<file path="config.mk">
export PLATFORM = sky130hd
export DESIGN_NAME = ethernet_tx_pad_and_fcs_unit
export DESIGN_NICKNAME = d
export VERILOG_FILES = /design/src/etx_pkg.sv /design/src/etx_crc_unit.sv /design/src/etx_out_stage.sv /design/src/ethernet_tx_pad_and_fcs_unit.sv
export VERILOG_INCLUDE_DIRS = /design/src /design/src/src
export SDC_FILE = /design/constraint.sdc
export NUM_CORES = 1
export LEC_CHECK = 0
export BUFFER_PORTS_ARGS = -buffer_cell sky130_fd_sc_hd__buf_2
export CORE_UTILIZATION = 40
export DETAILED_ROUTE_END_ITERATION = 16
export SLEW_MARGIN = 20
export SYNTH_ARGS = -nofsm -noshare
export SYNTH_HDL_FRONTEND = slang
export SYNTH_SLANG_ARGS = --single-unit
export TNS_END_PERCENT = 1
</file>
<file path="constraint.sdc">
create_clock -name clk -period 11.28 [get_ports clk]
set_clock_uncertainty 0.05 [all_clocks]
set_input_delay 2.256 -clock clk [delete_from_list [all_inputs] [get_ports clk]]
set_output_delay 2.256 -clock clk [all_outputs]
set_load 0.05 [all_outputs]
</file>
<file path="src/assert_macros.svh">
// assertion macros used by the top-level rtl file
// no dependencies; expects clk and rst_n in the including scope
`ifndef ASSERT_MACROS_SVH
`define ASSERT_MACROS_SVH

// property checked on every rising edge outside reset
`define ASSERT_CLK(label, prop, msg) \
    label: assert property (@(posedge clk) disable iff (!rst_n) (prop)) else $error(msg);

// implication checked in the cycle after the condition, outside reset
`define ASSERT_NEXT(label, cond, prop, msg) \
    label: assert property (@(posedge clk) disable iff (!rst_n) (cond) |=> (prop)) \
        else $error(msg);

`endif

</file>
<file path="src/etx_pkg.sv">
// shared types, constants and the bytewise crc-32 fold for the ethernet tx tail
// no dependencies
package etx_pkg;

    localparam int COUNT_W          = 11;
    localparam int MIN_BODY_DEFAULT = 60;
    localparam int MAX_BODY_DEFAULT = 1536;
    localparam int MAX_RESULTS      = 64;
    // one body byte and four fcs bytes leave this many for padding
    localparam int PAD_CAP          = MAX_RESULTS - 5;
    localparam int PAD_W            = $clog2(PAD_CAP + 1);
    localparam int LEN_W            = COUNT_W + 1;

    localparam logic [31:0] CRC_POLY = 32'hEDB8_8320;
    localparam logic [31:0] CRC_INIT = 32'hFFFF_FFFF;

    typedef enum logic [1:0] {
        KIND_DATA = 2'd0,
        KIND_PAD  = 2'd1,
        KIND_FCS  = 2'd2
    } etx_kind_t;

    typedef struct packed {
        logic      too_long;
        logic      frame_end;
        etx_kind_t byte_kind;
        logic [7:0] out_byte;
    } etx_result_t;

    // reflected crc-32, one byte lsb first
    function automatic logic [31:0] crc_fold(input logic [31:0] crc, input logic [7:0] b);
        logic [31:0] c;
        c = crc ^ {24'd0, b};
        for (int k = 0; k < 8; k++)
        begin
            c = c[0] ? ((c >> 1) ^ CRC_POLY) : (c >> 1);
        end
        return c;
    endfunction

endpackage

</file>
<file path="src/etx_crc_unit.sv">
// running crc-32 register with bytewise fold and clear
// depends on etx_pkg
module etx_crc_unit
(
    input  logic        clk,
    input  logic        rst_n,
    input  logic        fold_en,
    input  logic [7:0]  fold_data,
    input  logic        clear,
    output logic [31:0] crc
);

    logic [31:0] crc_reg;
    logic [31:0] crc_next;

    always_comb
    begin
        crc_next = crc_reg;
        priority if (clear)
        begin
            crc_next = etx_pkg::CRC_INIT;
        end
        else if (fold_en)
        begin
            crc_next = etx_pkg::crc_fold(crc_reg, fold_data);
        end
    end

    always_ff @(posedge clk or negedge rst_n)
    begin
        if (!rst_n)
        begin
            crc_reg <= etx_pkg::CRC_INIT;
        end
        else
        begin
            crc_reg <= crc_next;
        end
    end

    assign crc = crc_reg;

endmodule

</file>
<file path="src/etx_out_stage.sv">
// output register with skid entry; upstream ready comes straight from a flop
// depends on etx_pkg
module etx_out_stage
(
    input  logic                clk,
    input  logic                rst_n,
    input  logic                in_valid,
    output logic                in_ready,
    input  etx_pkg::etx_result_t in_data,
    output logic                out_valid,
    input  logic                out_ready,
    output etx_pkg::etx_result_t out_data
);

    logic                 main_valid_reg, main_valid_next;
    logic                 skid_valid_reg, skid_valid_next;
    etx_pkg::etx_result_t main_reg, main_next;
    etx_pkg::etx_result_t skid_reg, skid_next;

    assign in_ready = !skid_valid_reg;

    always_comb
    begin
        main_valid_next = main_valid_reg;
        skid_valid_next = skid_valid_reg;
        main_next       = main_reg;
        skid_next       = skid_reg;
        if (skid_valid_reg)
        begin
            if (out_ready)
            begin
                main_next       = skid_reg;
                skid_valid_next = 1'b0;
            end
        end
        else if (in_valid)
        begin
            if (!main_valid_reg || out_ready)
            begin
                main_next       = in_data;
                main_valid_next = 1'b1;
            end
            else
            begin
                skid_next       = in_data;
                skid_valid_next = 1'b1;
            end
        end
        else if (out_ready)
        begin
            main_valid_next = 1'b0;
        end
    end

    always_ff @(posedge clk or negedge rst_n)
    begin
        if (!rst_n)
        begin
            main_valid_reg <= 1'b0;
            skid_valid_reg <= 1'b0;
        end
        else
        begin
            main_valid_reg <= main_valid_next;
            skid_valid_reg <= skid_valid_next;
        end
    end

    always_ff @(posedge clk)
    begin
        main_reg <= main_next;
        skid_reg <= skid_next;
    end

    assign out_valid = main_valid_reg;
    assign out_data  = main_reg;

endmodule

</file>
<file path="src/ethernet_tx_pad_and_fcs_unit.sv">
// Ethernet transmit tail: passes frame body bytes, appends zero padding and the
// CRC-32 FCS. One result byte leaves per cycle while m_axis_tready is high. A body
// byte is taken every cycle while the output stage is ready, and is registered there
// before it leaves; after the byte marked tlast the input stalls for the padding bytes
// (none, or enough to bring the body to at least MIN_BODY_BYTES and to a multiple of
// four, at most 59) plus the four FCS bytes. The pace is set by the single bytewise
// CRC fold feeding the output stage. Bodies longer than MAX_BODY_BYTES are passed
// whole but flagged in tuser[2] from the first excess byte to the end of the frame.
// depends on etx_pkg, etx_crc_unit, etx_out_stage, assert_macros.svh
`include "assert_macros.svh"

module ethernet_tx_pad_and_fcs_unit
#(
    parameter int MIN_BODY_BYTES = etx_pkg::MIN_BODY_DEFAULT,
    parameter int MAX_BODY_BYTES = etx_pkg::MAX_BODY_DEFAULT
)
(
    input  logic       clk,
    input  logic       rst_n,
    input  logic       s_axis_tvalid,
    output logic       s_axis_tready,
    input  logic [7:0] s_axis_tdata,   // data_byte
    input  logic       s_axis_tlast,   // last_byte
    output logic       m_axis_tvalid,
    input  logic       m_axis_tready,
    output logic [7:0] m_axis_tdata,   // out_byte
    output logic       m_axis_tlast,   // frame_end
    output logic [2:0] m_axis_tuser    // [1:0] byte_kind, [2] too_long
);

    typedef enum logic [2:0] {
        ST_BODY = 3'b001,
        ST_PAD  = 3'b010,
        ST_FCS  = 3'b100
    } etx_state_t;

    localparam int CW = etx_pkg::COUNT_W;
    localparam int LW = etx_pkg::LEN_W;
    localparam int PW = etx_pkg::PAD_W;
    localparam logic [CW-1:0] MAX_COUNT = CW'(MAX_BODY_BYTES);
    localparam logic [LW-1:0] MIN_LEN   = LW'(MIN_BODY_BYTES);
    localparam logic [LW-1:0] PAD_LIMIT = LW'(etx_pkg::PAD_CAP);

    etx_state_t    state_reg, state_next;
    logic [CW-1:0] count_reg, count_next;
    logic          over_reg, over_next;
    logic [PW-1:0] pad_cnt_reg, pad_cnt_next;
    logic [1:0]    fcs_idx_reg, fcs_idx_next;

    logic          stage_ready;
    logic          gen_valid;
    logic          gen_fire;
    logic          in_fire;
    etx_pkg::etx_result_t gen_data;
    etx_pkg::etx_result_t out_data;

    logic          crc_fold_en;
    logic [7:0]    crc_fold_data;
    logic          crc_clear;
    logic [31:0]   crc;
    logic [31:0]   fcs;

    logic [CW-1:0] body_count_new;
    logic          body_over_new;
    logic [LW-1:0] len_min;
    logic [LW-1:0] len_round;
    logic [LW-1:0] pad_full;
    logic [PW-1:0] pad_len;

    assign fcs = ~crc;

    // count and overlong flag after the incoming body byte
    always_comb
    begin
        if (count_reg >= MAX_COUNT)
        begin
            body_count_new = count_reg;
            body_over_new  = 1'b1;
        end
        else
        begin
            body_count_new = count_reg + CW'(1);
            body_over_new  = over_reg;
        end
    end

    // padded length: at least the minimum, rounded up to a multiple of four
    always_comb
    begin
        len_min   = ({1'b0, body_count_new} < MIN_LEN) ? MIN_LEN : {1'b0, body_count_new};
        len_round = ((len_min - LW'(1)) & ~LW'(3)) + LW'(4);
        pad_full  = len_round - {1'b0, body_count_new};
        pad_len   = (pad_full > PAD_LIMIT) ? PW'(etx_pkg::PAD_CAP) : pad_full[PW-1:0];
    end

    assign s_axis_tready = (state_reg == ST_BODY) && stage_ready;
    assign in_fire       = s_axis_tvalid && s_axis_tready;
    assign gen_valid     = (state_reg == ST_BODY) ? s_axis_tvalid : 1'b1;
    assign gen_fire      = gen_valid && stage_ready;

    always_comb
    begin
        state_next    = state_reg;
        count_next    = count_reg;
        over_next     = over_reg;
        pad_cnt_next  = pad_cnt_reg;
        fcs_idx_next  = fcs_idx_reg;
        crc_fold_en   = 1'b0;
        crc_fold_data = s_axis_tdata;
        crc_clear     = 1'b0;
        gen_data.out_byte  = s_axis_tdata;
        gen_data.byte_kind = etx_pkg::KIND_DATA;
        gen_data.frame_end = 1'b0;
        gen_data.too_long  = over_reg;

        unique case (state_reg)
            ST_BODY:
            begin
                gen_data.too_long = body_over_new;
                if (in_fire)
                begin
                    crc_fold_en = 1'b1;
                    count_next  = body_count_new;
                    over_next   = body_over_new;
                    if (s_axis_tlast)
                    begin
                        fcs_idx_next = 2'd0;
                        pad_cnt_next = pad_len;
                        state_next   = (pad_len != PW'(0)) ? ST_PAD : ST_FCS;
                    end
                end
            end
            ST_PAD:
            begin
                crc_fold_data      = 8'h00;
                gen_data.out_byte  = 8'h00;
                gen_data.byte_kind = etx_pkg::KIND_PAD;
                if (gen_fire)
                begin
                    crc_fold_en  = 1'b1;
                    pad_cnt_next = pad_cnt_reg - PW'(1);
                    if (pad_cnt_reg == PW'(1))
                    begin
                        state_next = ST_FCS;
                    end
                end
            end
            ST_FCS:
            begin
                gen_data.byte_kind = etx_pkg::KIND_FCS;
                unique case (fcs_idx_reg)
                    2'd0:    gen_data.out_byte = fcs[7:0];
                    2'd1:    gen_data.out_byte = fcs[15:8];
                    2'd2:    gen_data.out_byte = fcs[23:16];
                    default: gen_data.out_byte = fcs[31:24];
                endcase
                gen_data.frame_end = (fcs_idx_reg == 2'd3);
                if (gen_fire)
                begin
                    fcs_idx_next = fcs_idx_reg + 2'd1;
                    if (fcs_idx_reg == 2'd3)
                    begin
                        // frame done: back to reset values
                        crc_clear  = 1'b1;
                        count_next = '0;
                        over_next  = 1'b0;
                        state_next = ST_BODY;
                    end
                end
            end
            default:
            begin
                state_next = ST_BODY;
            end
        endcase
    end

    always_ff @(posedge clk or negedge rst_n)
    begin
        if (!rst_n)
        begin
            state_reg   <= ST_BODY;
            count_reg   <= '0;
            over_reg    <= 1'b0;
            pad_cnt_reg <= '0;
            fcs_idx_reg <= '0;
        end
        else
        begin
            state_reg   <= state_next;
            count_reg   <= count_next;
            over_reg    <= over_next;
            pad_cnt_reg <= pad_cnt_next;
            fcs_idx_reg <= fcs_idx_next;
        end
    end

    etx_crc_unit u_crc
    (
        .clk       (clk),
        .rst_n     (rst_n),
        .fold_en   (crc_fold_en),
        .fold_data (crc_fold_data),
        .clear     (crc_clear),
        .crc       (crc)
    );

    etx_out_stage u_out
    (
        .clk       (clk),
        .rst_n     (rst_n),
        .in_valid  (gen_valid),
        .in_ready  (stage_ready),
        .in_data   (gen_data),
        .out_valid (m_axis_tvalid),
        .out_ready (m_axis_tready),
        .out_data  (out_data)
    );

    assign m_axis_tdata = out_data.out_byte;
    assign m_axis_tlast = out_data.frame_end;
    assign m_axis_tuser = {out_data.too_long, out_data.byte_kind};

    `ASSERT_CLK(a_last_is_fcs, !(m_axis_tvalid && m_axis_tlast) || (m_axis_tuser[1:0] == etx_pkg::KIND_FCS), "frame end on a non-fcs transfer")
    `ASSERT_CLK(a_pad_nonzero, (state_reg != ST_PAD) || (pad_cnt_reg != '0), "padding state with nothing left to pad")
    `ASSERT_NEXT(a_frame_reset, gen_fire && (state_reg == ST_FCS) && (fcs_idx_reg == 2'd3), (crc == etx_pkg::CRC_INIT) && (count_reg == '0) && !over_reg && (state_reg == ST_BODY), "frame state not restored after fcs")

endmodule
</file>
==> run summary, run 1 <==
### Status
* **result of the run** finished, final reports clean

### Place
* **number of buffer cells added on primary ports** 26
* **placed wire-length estimate** 9860 microns
* **routability congestion estimate from global placement** 0.906

### Detailed routing
* **post-detailed-route DRC marker count** 0
* **number of vias after detailed routing** 4,384
* **residual antenna-violating net count after detailed routing** 0
* **wire length reported by the detailed router** 13,500 microns
* **number of DRC markers in iteration 0** 327
* **DR vias/cell** 5.55
* **DR pass1 iterations** 5
* **routed wirelength normalized by instance count** 17.1 microns

### GRT
* **Tot GR Track Use** 0.197
* **global-route wire length before repair** 22,500 microns
* **number of global-route vias before repair** 4,387
* **pin count of the biggest net entering global routing** 58
* **residual overflow from global routing** 0
* **antenna violations before repair** 0

### Critical path
* **dominant cell type by count on the critical path** sky130_fd_sc_hd__ha_1
* **CP max FO** 8
* **Setup crit end kind** register
* **count of buffer and inverter cells on the critical path** 0
* **endpoint arrival time on the critical path** 5190 ps
* **CP top delay family** compound AO/OA/AOI/OAI gates
* **critical path cell sequence** ha_1 > a21boi_0 > xnor2_1 > nand4_1 > a2111oi_4 > nand3_1 > xor2_1 > ha_1 > ha_1 > a2111oi_0 > o21ai_0 > nand2_1 > xnor2_1 > nor4_2 > a31oi_1
* **number of gates on the worst path with buffers counted** 15
* **critical path start-end classification** reg2reg
* **startpoint type of the worst setup path** register
* **cell depth of the worst flop-to-flop path** 15
* **largest incremental delay on the critical path** 650 ps
* **slowest stage cell, crit path** sky130_fd_sc_hd__nor4_2
* **Critical Path RT** 11,420 ps

### Die
* **Initial Util** 0.413
* **number of core rows** 43
* **area of the die** 14,900 sq um
* **placeable core region** 14,000 sq um
* **die height** 122 microns
* **count of pins on the block boundary** 27
* **die outline width** 122 microns

### STA
* **number of setup violations in the final report** 0
* **fmax** 198 MHz
* **Final Hold Violating Endpoints** 0
* **minimum period implied by the final worst setup slack** 5050 ps
* **ratio of final minimum period to clock period** 0.448
* **Hold Worst Slack** 455 ps
* **max-slew violation count** 0
* **transition time at the pin with the least slew margin** 962 ps
* **RSZ-0062 raised after global routing** false
* **setup TNS** 0 ps
* **Worst slew margin** 0.357

### Synth
* **synthesized flop and latch total** 81
* **Yosys warning total** 0
* **sequential fraction of the synthesis area** 0.379
* **share of Yosys cell area claimed by the top area cell type** 0.150
* **synthesized instance count** 592
* **library cell with the largest summed area after synthesis** sky130_fd_sc_hd__dfstp_2
* **top cells by area in the synthesized netlist** sky130_fd_sc_hd__dfstp_2, sky130_fd_sc_hd__edfxtp_1, sky130_fd_sc_hd__dfrtp_1
* **combined area of all synthesized cells** 5780 sq um
* **async set-or-reset flop fraction in the synthesized netlist** 0.704
* **primary flip-flop cell chosen by synthesis mapping** sky130_fd_sc_hd__dfstp_2
* **most common library cells after synthesis** sky130_fd_sc_hd__xnor2_1, sky130_fd_sc_hd__nand2_1, sky130_fd_sc_hd__nor2_1
* **Synth Area per Inst** 9.76 sq um
* **library cells used by synthesis** 67
* **count of flip-flops with a built-in enable after synthesis** 24
* **count leader, synth** sky130_fd_sc_hd__xnor2_1
* **post-synth net total** 633

### Clock network
* **number of levels in the clock H-tree** 3
* **PostCTS Resize Cnt** 0
* **CTS root buffer** sky130_fd_sc_hd__clkbuf_16
* **sink count of the clock tree** 81
* **insertion delay to the later sink of the worst-skew pair** 340 ps
* **TritonCTS buffer count** 9
* **post-cts hold buffer count** 0
* **buffers from clock root to sink, at most** 2
* **buffers inserted during post-CTS setup optimization** 0
* **TritonCTS clock tree** built
* **clock transition at the registers of the reported paths** 70 ps

### Power
* **post-layout total power** 0.00228 W
* **power density relative to cell area** 357 nW/um^2
* **leakage** 2.58 nW
* **worst IR drop on VDD** 145 uV

### Cells and area
* **Area Growth Syn to Fin** 10.5%
* **number of nets in the finished design** 646
* **antenna diode count** 0
* **number of flip-flops under the largest register name** 32
* **final-layout fill cell count** 1,348
* **layout cells sized above 1** 0.180

### Hold path
* **type of the tightest min-delay check** reg2reg
* **Worst Hold Depth** 1

### Run
* **count of maximum capacitance violations** 0

## routing by layer
layer / GRT usage / vias to the layer above / share of wire
li1: - / 2127 / -
met1: 0.251 / 2140 / 0.45
met2: 0.326 / 88 / 0.48
met3: 0.0243 / 29 / 0.033
met4: 0.104 / 0 / 0.033
met5: 0 / - / 0
## logic make-up after synthesis
kind of cell / synth area share
simple gates: 0.136
compound gates: 0.173
xor+xnor: 0.188
flops: 0.379
buf+inv: 0.0388
fa+ha+maj: 0.0606
mux: 0.0245
## cell usage in the layout (no fill, tap or decap), drive strengths merged, types with 8 or more instances in the layout
master	count
clkbuf	9
buf	30
xnor2	65
a21o	10
o221ai	8
o211ai	13
inv	25
a21oi	42
nand2	54
dfrtp	24
edfxtp	24
mux2	9
nand2b	9
o21ai	32
nor3	8
dfstp	33
xor2	37
nand3	10
o22a	10
nor2	46
ha	28
## cell type report
type | instances | area, sq um | area share
clock buffer | 9 | 225 | 0.0353
clock inverter | 7 | 109 | 0.0171
inverter | 22 | 95.1 | 0.0149
multi-input combinational | 461 | 3380 | 0.530
sequential | 81 | 2190 | 0.343
tap | 180 | 225 | 0.0353
timing repair buffer | 30 | 160 | 0.0251
## worst paths after layout
kind                               from             end  slack (ps)
max                        count_reg[1]  pad_cnt_reg[3]        6230
min                            over_reg        over_reg         460
min reg2reg                    over_reg        over_reg         460
min in group asynchronous         rst_n  fcs_idx_reg[1]        2030
max in group asynchronous         rst_n    count_reg[9]        8680
max reg2reg                count_reg[1]  pad_cnt_reg[3]        6230
## report_power, final
| part | internal (W) | leakage, nW | switching, W |
|---|---|---|---|
| logic | 0.000604 | 1.52 | 0.000765 |
| clock network | 0.000199 | 0.164 | 0.000129 |
| registers | 0.000476 | 0.888 | 0.000106 |
| total | 0.00128 | 2.58 | 0.00100 |
## per-stage QoR
step                      utilization  cells  area (sq um)  worst slack [ps]
after floorplan                     -    592          5780              6820
final                           0.456    790          6380              6230
after detailed placement        0.432    774          6040              6290
after global routing            0.456    790          6380              5630
after CTS                       0.456    790          6380              6260
after global placement          0.432    774          6040              6460
Note: power is estimated with default switching activity, not from simulation.
==> run 2, diff against run 1 <==
Settings changed: ABC_AREA set to 1.
Clock period 11.28 ns to 4.2 ns, I/O delays scaled along.
==> run summary, run 2 <==
### Cells and area
* **final-layout fill cell count** 1,498
* **final standard cell count with taps included and fillers excluded** 1,049
* **most frequent cells in the layout** sky130_fd_sc_hd__nand2_1, sky130_fd_sc_hd__inv_1, sky130_fd_sc_hd__nor2_1, sky130_fd_sc_hd__nand3_1, sky130_fd_sc_hd__o21ai_0
* **layout cells sized above 1** 0.199
* **number of flip-flops under the largest register name** 32
* **sequential cell area in the final layout** 2190 sq um
* **area used by multi-input combinational logic** 3510 sq um
* **antenna diode count** 0
* **Area Growth Syn to Fin** 13.6%
* **most common cell after layout, fill and taps aside** sky130_fd_sc_hd__nand2_1
* **number of nets in the finished design** 901

### Clock network
* **insertion delay to the later sink of the worst-skew pair** 350 ps
* **TritonCTS clock tree** built
* **sink count of the clock tree** 81
* **TritonCTS buffer count** 9
* **post-cts hold buffer count** 0
* **clock transition at the registers of the reported paths** 60 ps
* **buffers from clock root to sink, at most** 2
* **number of levels in the clock H-tree** 3
* **CTS root buffer** sky130_fd_sc_hd__clkbuf_16

### Critical path
* **critical path start-end classification** reg2reg
* **CP max FO** 6
* **startpoint type of the worst setup path** register
* **Setup crit end kind** register
* **endpoint arrival time on the critical path** 4050 ps
* **worst-case register-to-register setup slack** 330 ps
* **Critical Path RT** 4380 ps

### Synth
* **primary flip-flop cell chosen by synthesis mapping** sky130_fd_sc_hd__dfstp_2
* **library cell with the largest summed area after synthesis** sky130_fd_sc_hd__nand2_1
* **async set-or-reset flop fraction in the synthesized netlist** 0.704
* **library cells used by synthesis** 40
* **most common library cells after synthesis** sky130_fd_sc_hd__nand2_1, sky130_fd_sc_hd__inv_1, sky130_fd_sc_hd__nor2_1
* **synthesized flop and latch total** 81
* **count leader, synth** sky130_fd_sc_hd__nand2_1
* **post-synth net total** 864
* **Synth Area per Inst** 7.46 sq um
* **sequential fraction of the synthesis area** 0.356
* **Yosys warning total** 0
* **top cells by area in the synthesized netlist** sky130_fd_sc_hd__nand2_1, sky130_fd_sc_hd__dfstp_2, sky130_fd_sc_hd__edfxtp_1
* **combined area of all synthesized cells** 6140 sq um
* **count of flip-flops with a built-in enable after synthesis** 24
* **share of Yosys cell area claimed by the top area cell type** 0.153
* **synthesized instance count** 823

### Run
* **count of maximum capacitance violations** 0

### STA
* **Worst slew margin** 0.355
* **minimum setup slack in the final design** 332 ps
* **number of setup violations in the final report** 0
* **RSZ-0062 raised after global routing** false
* **fmax** 259 MHz
* **ratio of final minimum period to clock period** 0.921
* **setup TNS** 0 ps
* **transition time at the pin with the least slew margin** 963 ps
* **minimum period implied by the final worst setup slack** 3870 ps
* **Final Hold Violating Endpoints** 0
* **max-slew violation count** 0

### Hold path
* **type of the tightest min-delay check** in2async

### Status
* **result of the run** finished, final reports clean

### Die
* **placeable core region** 14,800 sq um
* **die outline width** 126 microns
* **number of core rows** 44
* **Initial Util** 0.416
* **count of pins on the block boundary** 27
* **die height** 126 microns
* **area of the die** 15,800 sq um

### GRT
* **global-route wire length before repair** 25,400 microns
* **pin count of the biggest net entering global routing** 32
* **antenna violations before repair** 0
* **number of global-route vias before repair** 4,998
* **Tot GR Track Use** 0.205
* **residual overflow from global routing** 0

### Detailed routing
* **DR vias/cell** 5.02
* **DR pass1 iterations** 7
* **number of vias after detailed routing** 5,270
* **residual antenna-violating net count after detailed routing** 0
* **post-detailed-route DRC marker count** 0
* **routed wirelength normalized by instance count** 14.7 microns
* **number of DRC markers in iteration 0** 335
* **wire length reported by the detailed router** 15,400 microns

### Place
* **setup slack after placement** 68.4 ps
* **number of instances in the placed design** 1,028
* **routability congestion estimate from global placement** 0.875
* **placed wire-length estimate** 11,300 microns
* **number of buffer cells added on primary ports** 26

### Power
* **power density relative to cell area** 915 nW/um^2
* **worst IR drop on VDD** 313 uV
* **leakage** 3.45 nW

-- run 2: changes by cell type in the layout (fill, tap and decap cells not counted), sizes merged, moves of 11 or more --
cell	delta
o211ai	-13
xor2	+11
buf	+11
xnor2	-58
nand3	+36
o22ai	+29
nand2	+222
inv	+110
nor2	+14
a21oi	-16
-- run 2: report_power, final --
group,internal [W],switching [W]
logic,0.00130,0.00267
clock network,0.000468,0.000349
registers,0.00132,0.000265
total,0.00309,0.00329
-- run 2: final timing paths --
check / start / end / depth (start not counted)
setup / recovery: count_reg[9] / state_reg[1] / 26
hold / removal: rst_n / pad_cnt_reg[4] / 1
setup reg to reg: count_reg[9] / state_reg[1] / 26
hold reg to reg: u_crc.crc[24] / u_crc.crc[24] / 2
max in group asynchronous: rst_n / state_reg[0] / 2
min in group clk: u_crc.crc[24] / u_crc.crc[24] / 2
-- run 2: layout make-up --
cell class,count,share of cell area
Multi-Input combinational cell,595,0.504
Tap cell,184,0.0330
Inverter,132,0.0710
Clock buffer,9,0.0323
Clock inverter,7,0.0109
Sequential cell,81,0.314
Timing Repair Buffer,41,0.0348
-- run 2: worst max-delay path, cell delays in order, from the launching register on --
cell and delay, ps:
sky130_fd_sc_hd__dfrtp_2 420, sky130_fd_sc_hd__nand2_4 90, sky130_fd_sc_hd__nand2_2 90, sky130_fd_sc_hd__nor3_4 280, sky130_fd_sc_hd__inv_2 70, sky130_fd_sc_hd__o21ai_2 130
sky130_fd_sc_hd__nand2_2 80, sky130_fd_sc_hd__nand2_1 90, sky130_fd_sc_hd__nor2_2 60, sky130_fd_sc_hd__nand2_2 120, sky130_fd_sc_hd__nand2_4 80, sky130_fd_sc_hd__nor2_4 170
sky130_fd_sc_hd__nand2_2 70, sky130_fd_sc_hd__nand2_1 60, sky130_fd_sc_hd__nand2_1 50, sky130_fd_sc_hd__ha_1 310, sky130_fd_sc_hd__ha_4 280, sky130_fd_sc_hd__buf_4 120
sky130_fd_sc_hd__nand2_1 50, sky130_fd_sc_hd__nor2_1 130, sky130_fd_sc_hd__nand4_1 160, sky130_fd_sc_hd__nand4_1 110, sky130_fd_sc_hd__nand4_1 110, sky130_fd_sc_hd__nor2_2 170
sky130_fd_sc_hd__nand4_1 220, sky130_fd_sc_hd__nand2_1 130, sky130_fd_sc_hd__nand3_1 70
-- run 2: repair_timing --
action                                  in CTS  in global routing
endpoints found under the setup margin       0                  8
buffers inserted                             0                  5
resized for setup                            0                 35
-- run 2: cells by family after synthesis --
family,synth area share
and+or+nand+nor,0.289
buffers and inverters,0.0968
AOI/OAI and AO/OA,0.101
DFF,0.356
xor gates and xnor gates,0.0999
adders and majority gates,0.0571
-- run 2: metal layers --
layer  global-route usage  part of all wire  vias to the layer above  routed length [microns]
met5                    0                 0                        -                        0
met4               0.0645             0.014                        0                      219
met3               0.0276             0.033                       17                      511
met2                0.335              0.46                       92                     7030
met1                0.281              0.50                     2460                     7620
li1                     -                 -                     2701                        -
-- run 2: metrics by stage --
stage               power (W)   util  hold WS [ps]  cell area, sq um
floorplan             0.00463      -           411              6140
global placement      0.00545  0.439           427              6480
detailed placement    0.00548  0.439           434              6480
CTS                   0.00632  0.459           422              6780
global route          0.00693  0.473           442              6970
finish                0.00638  0.473           415              6970
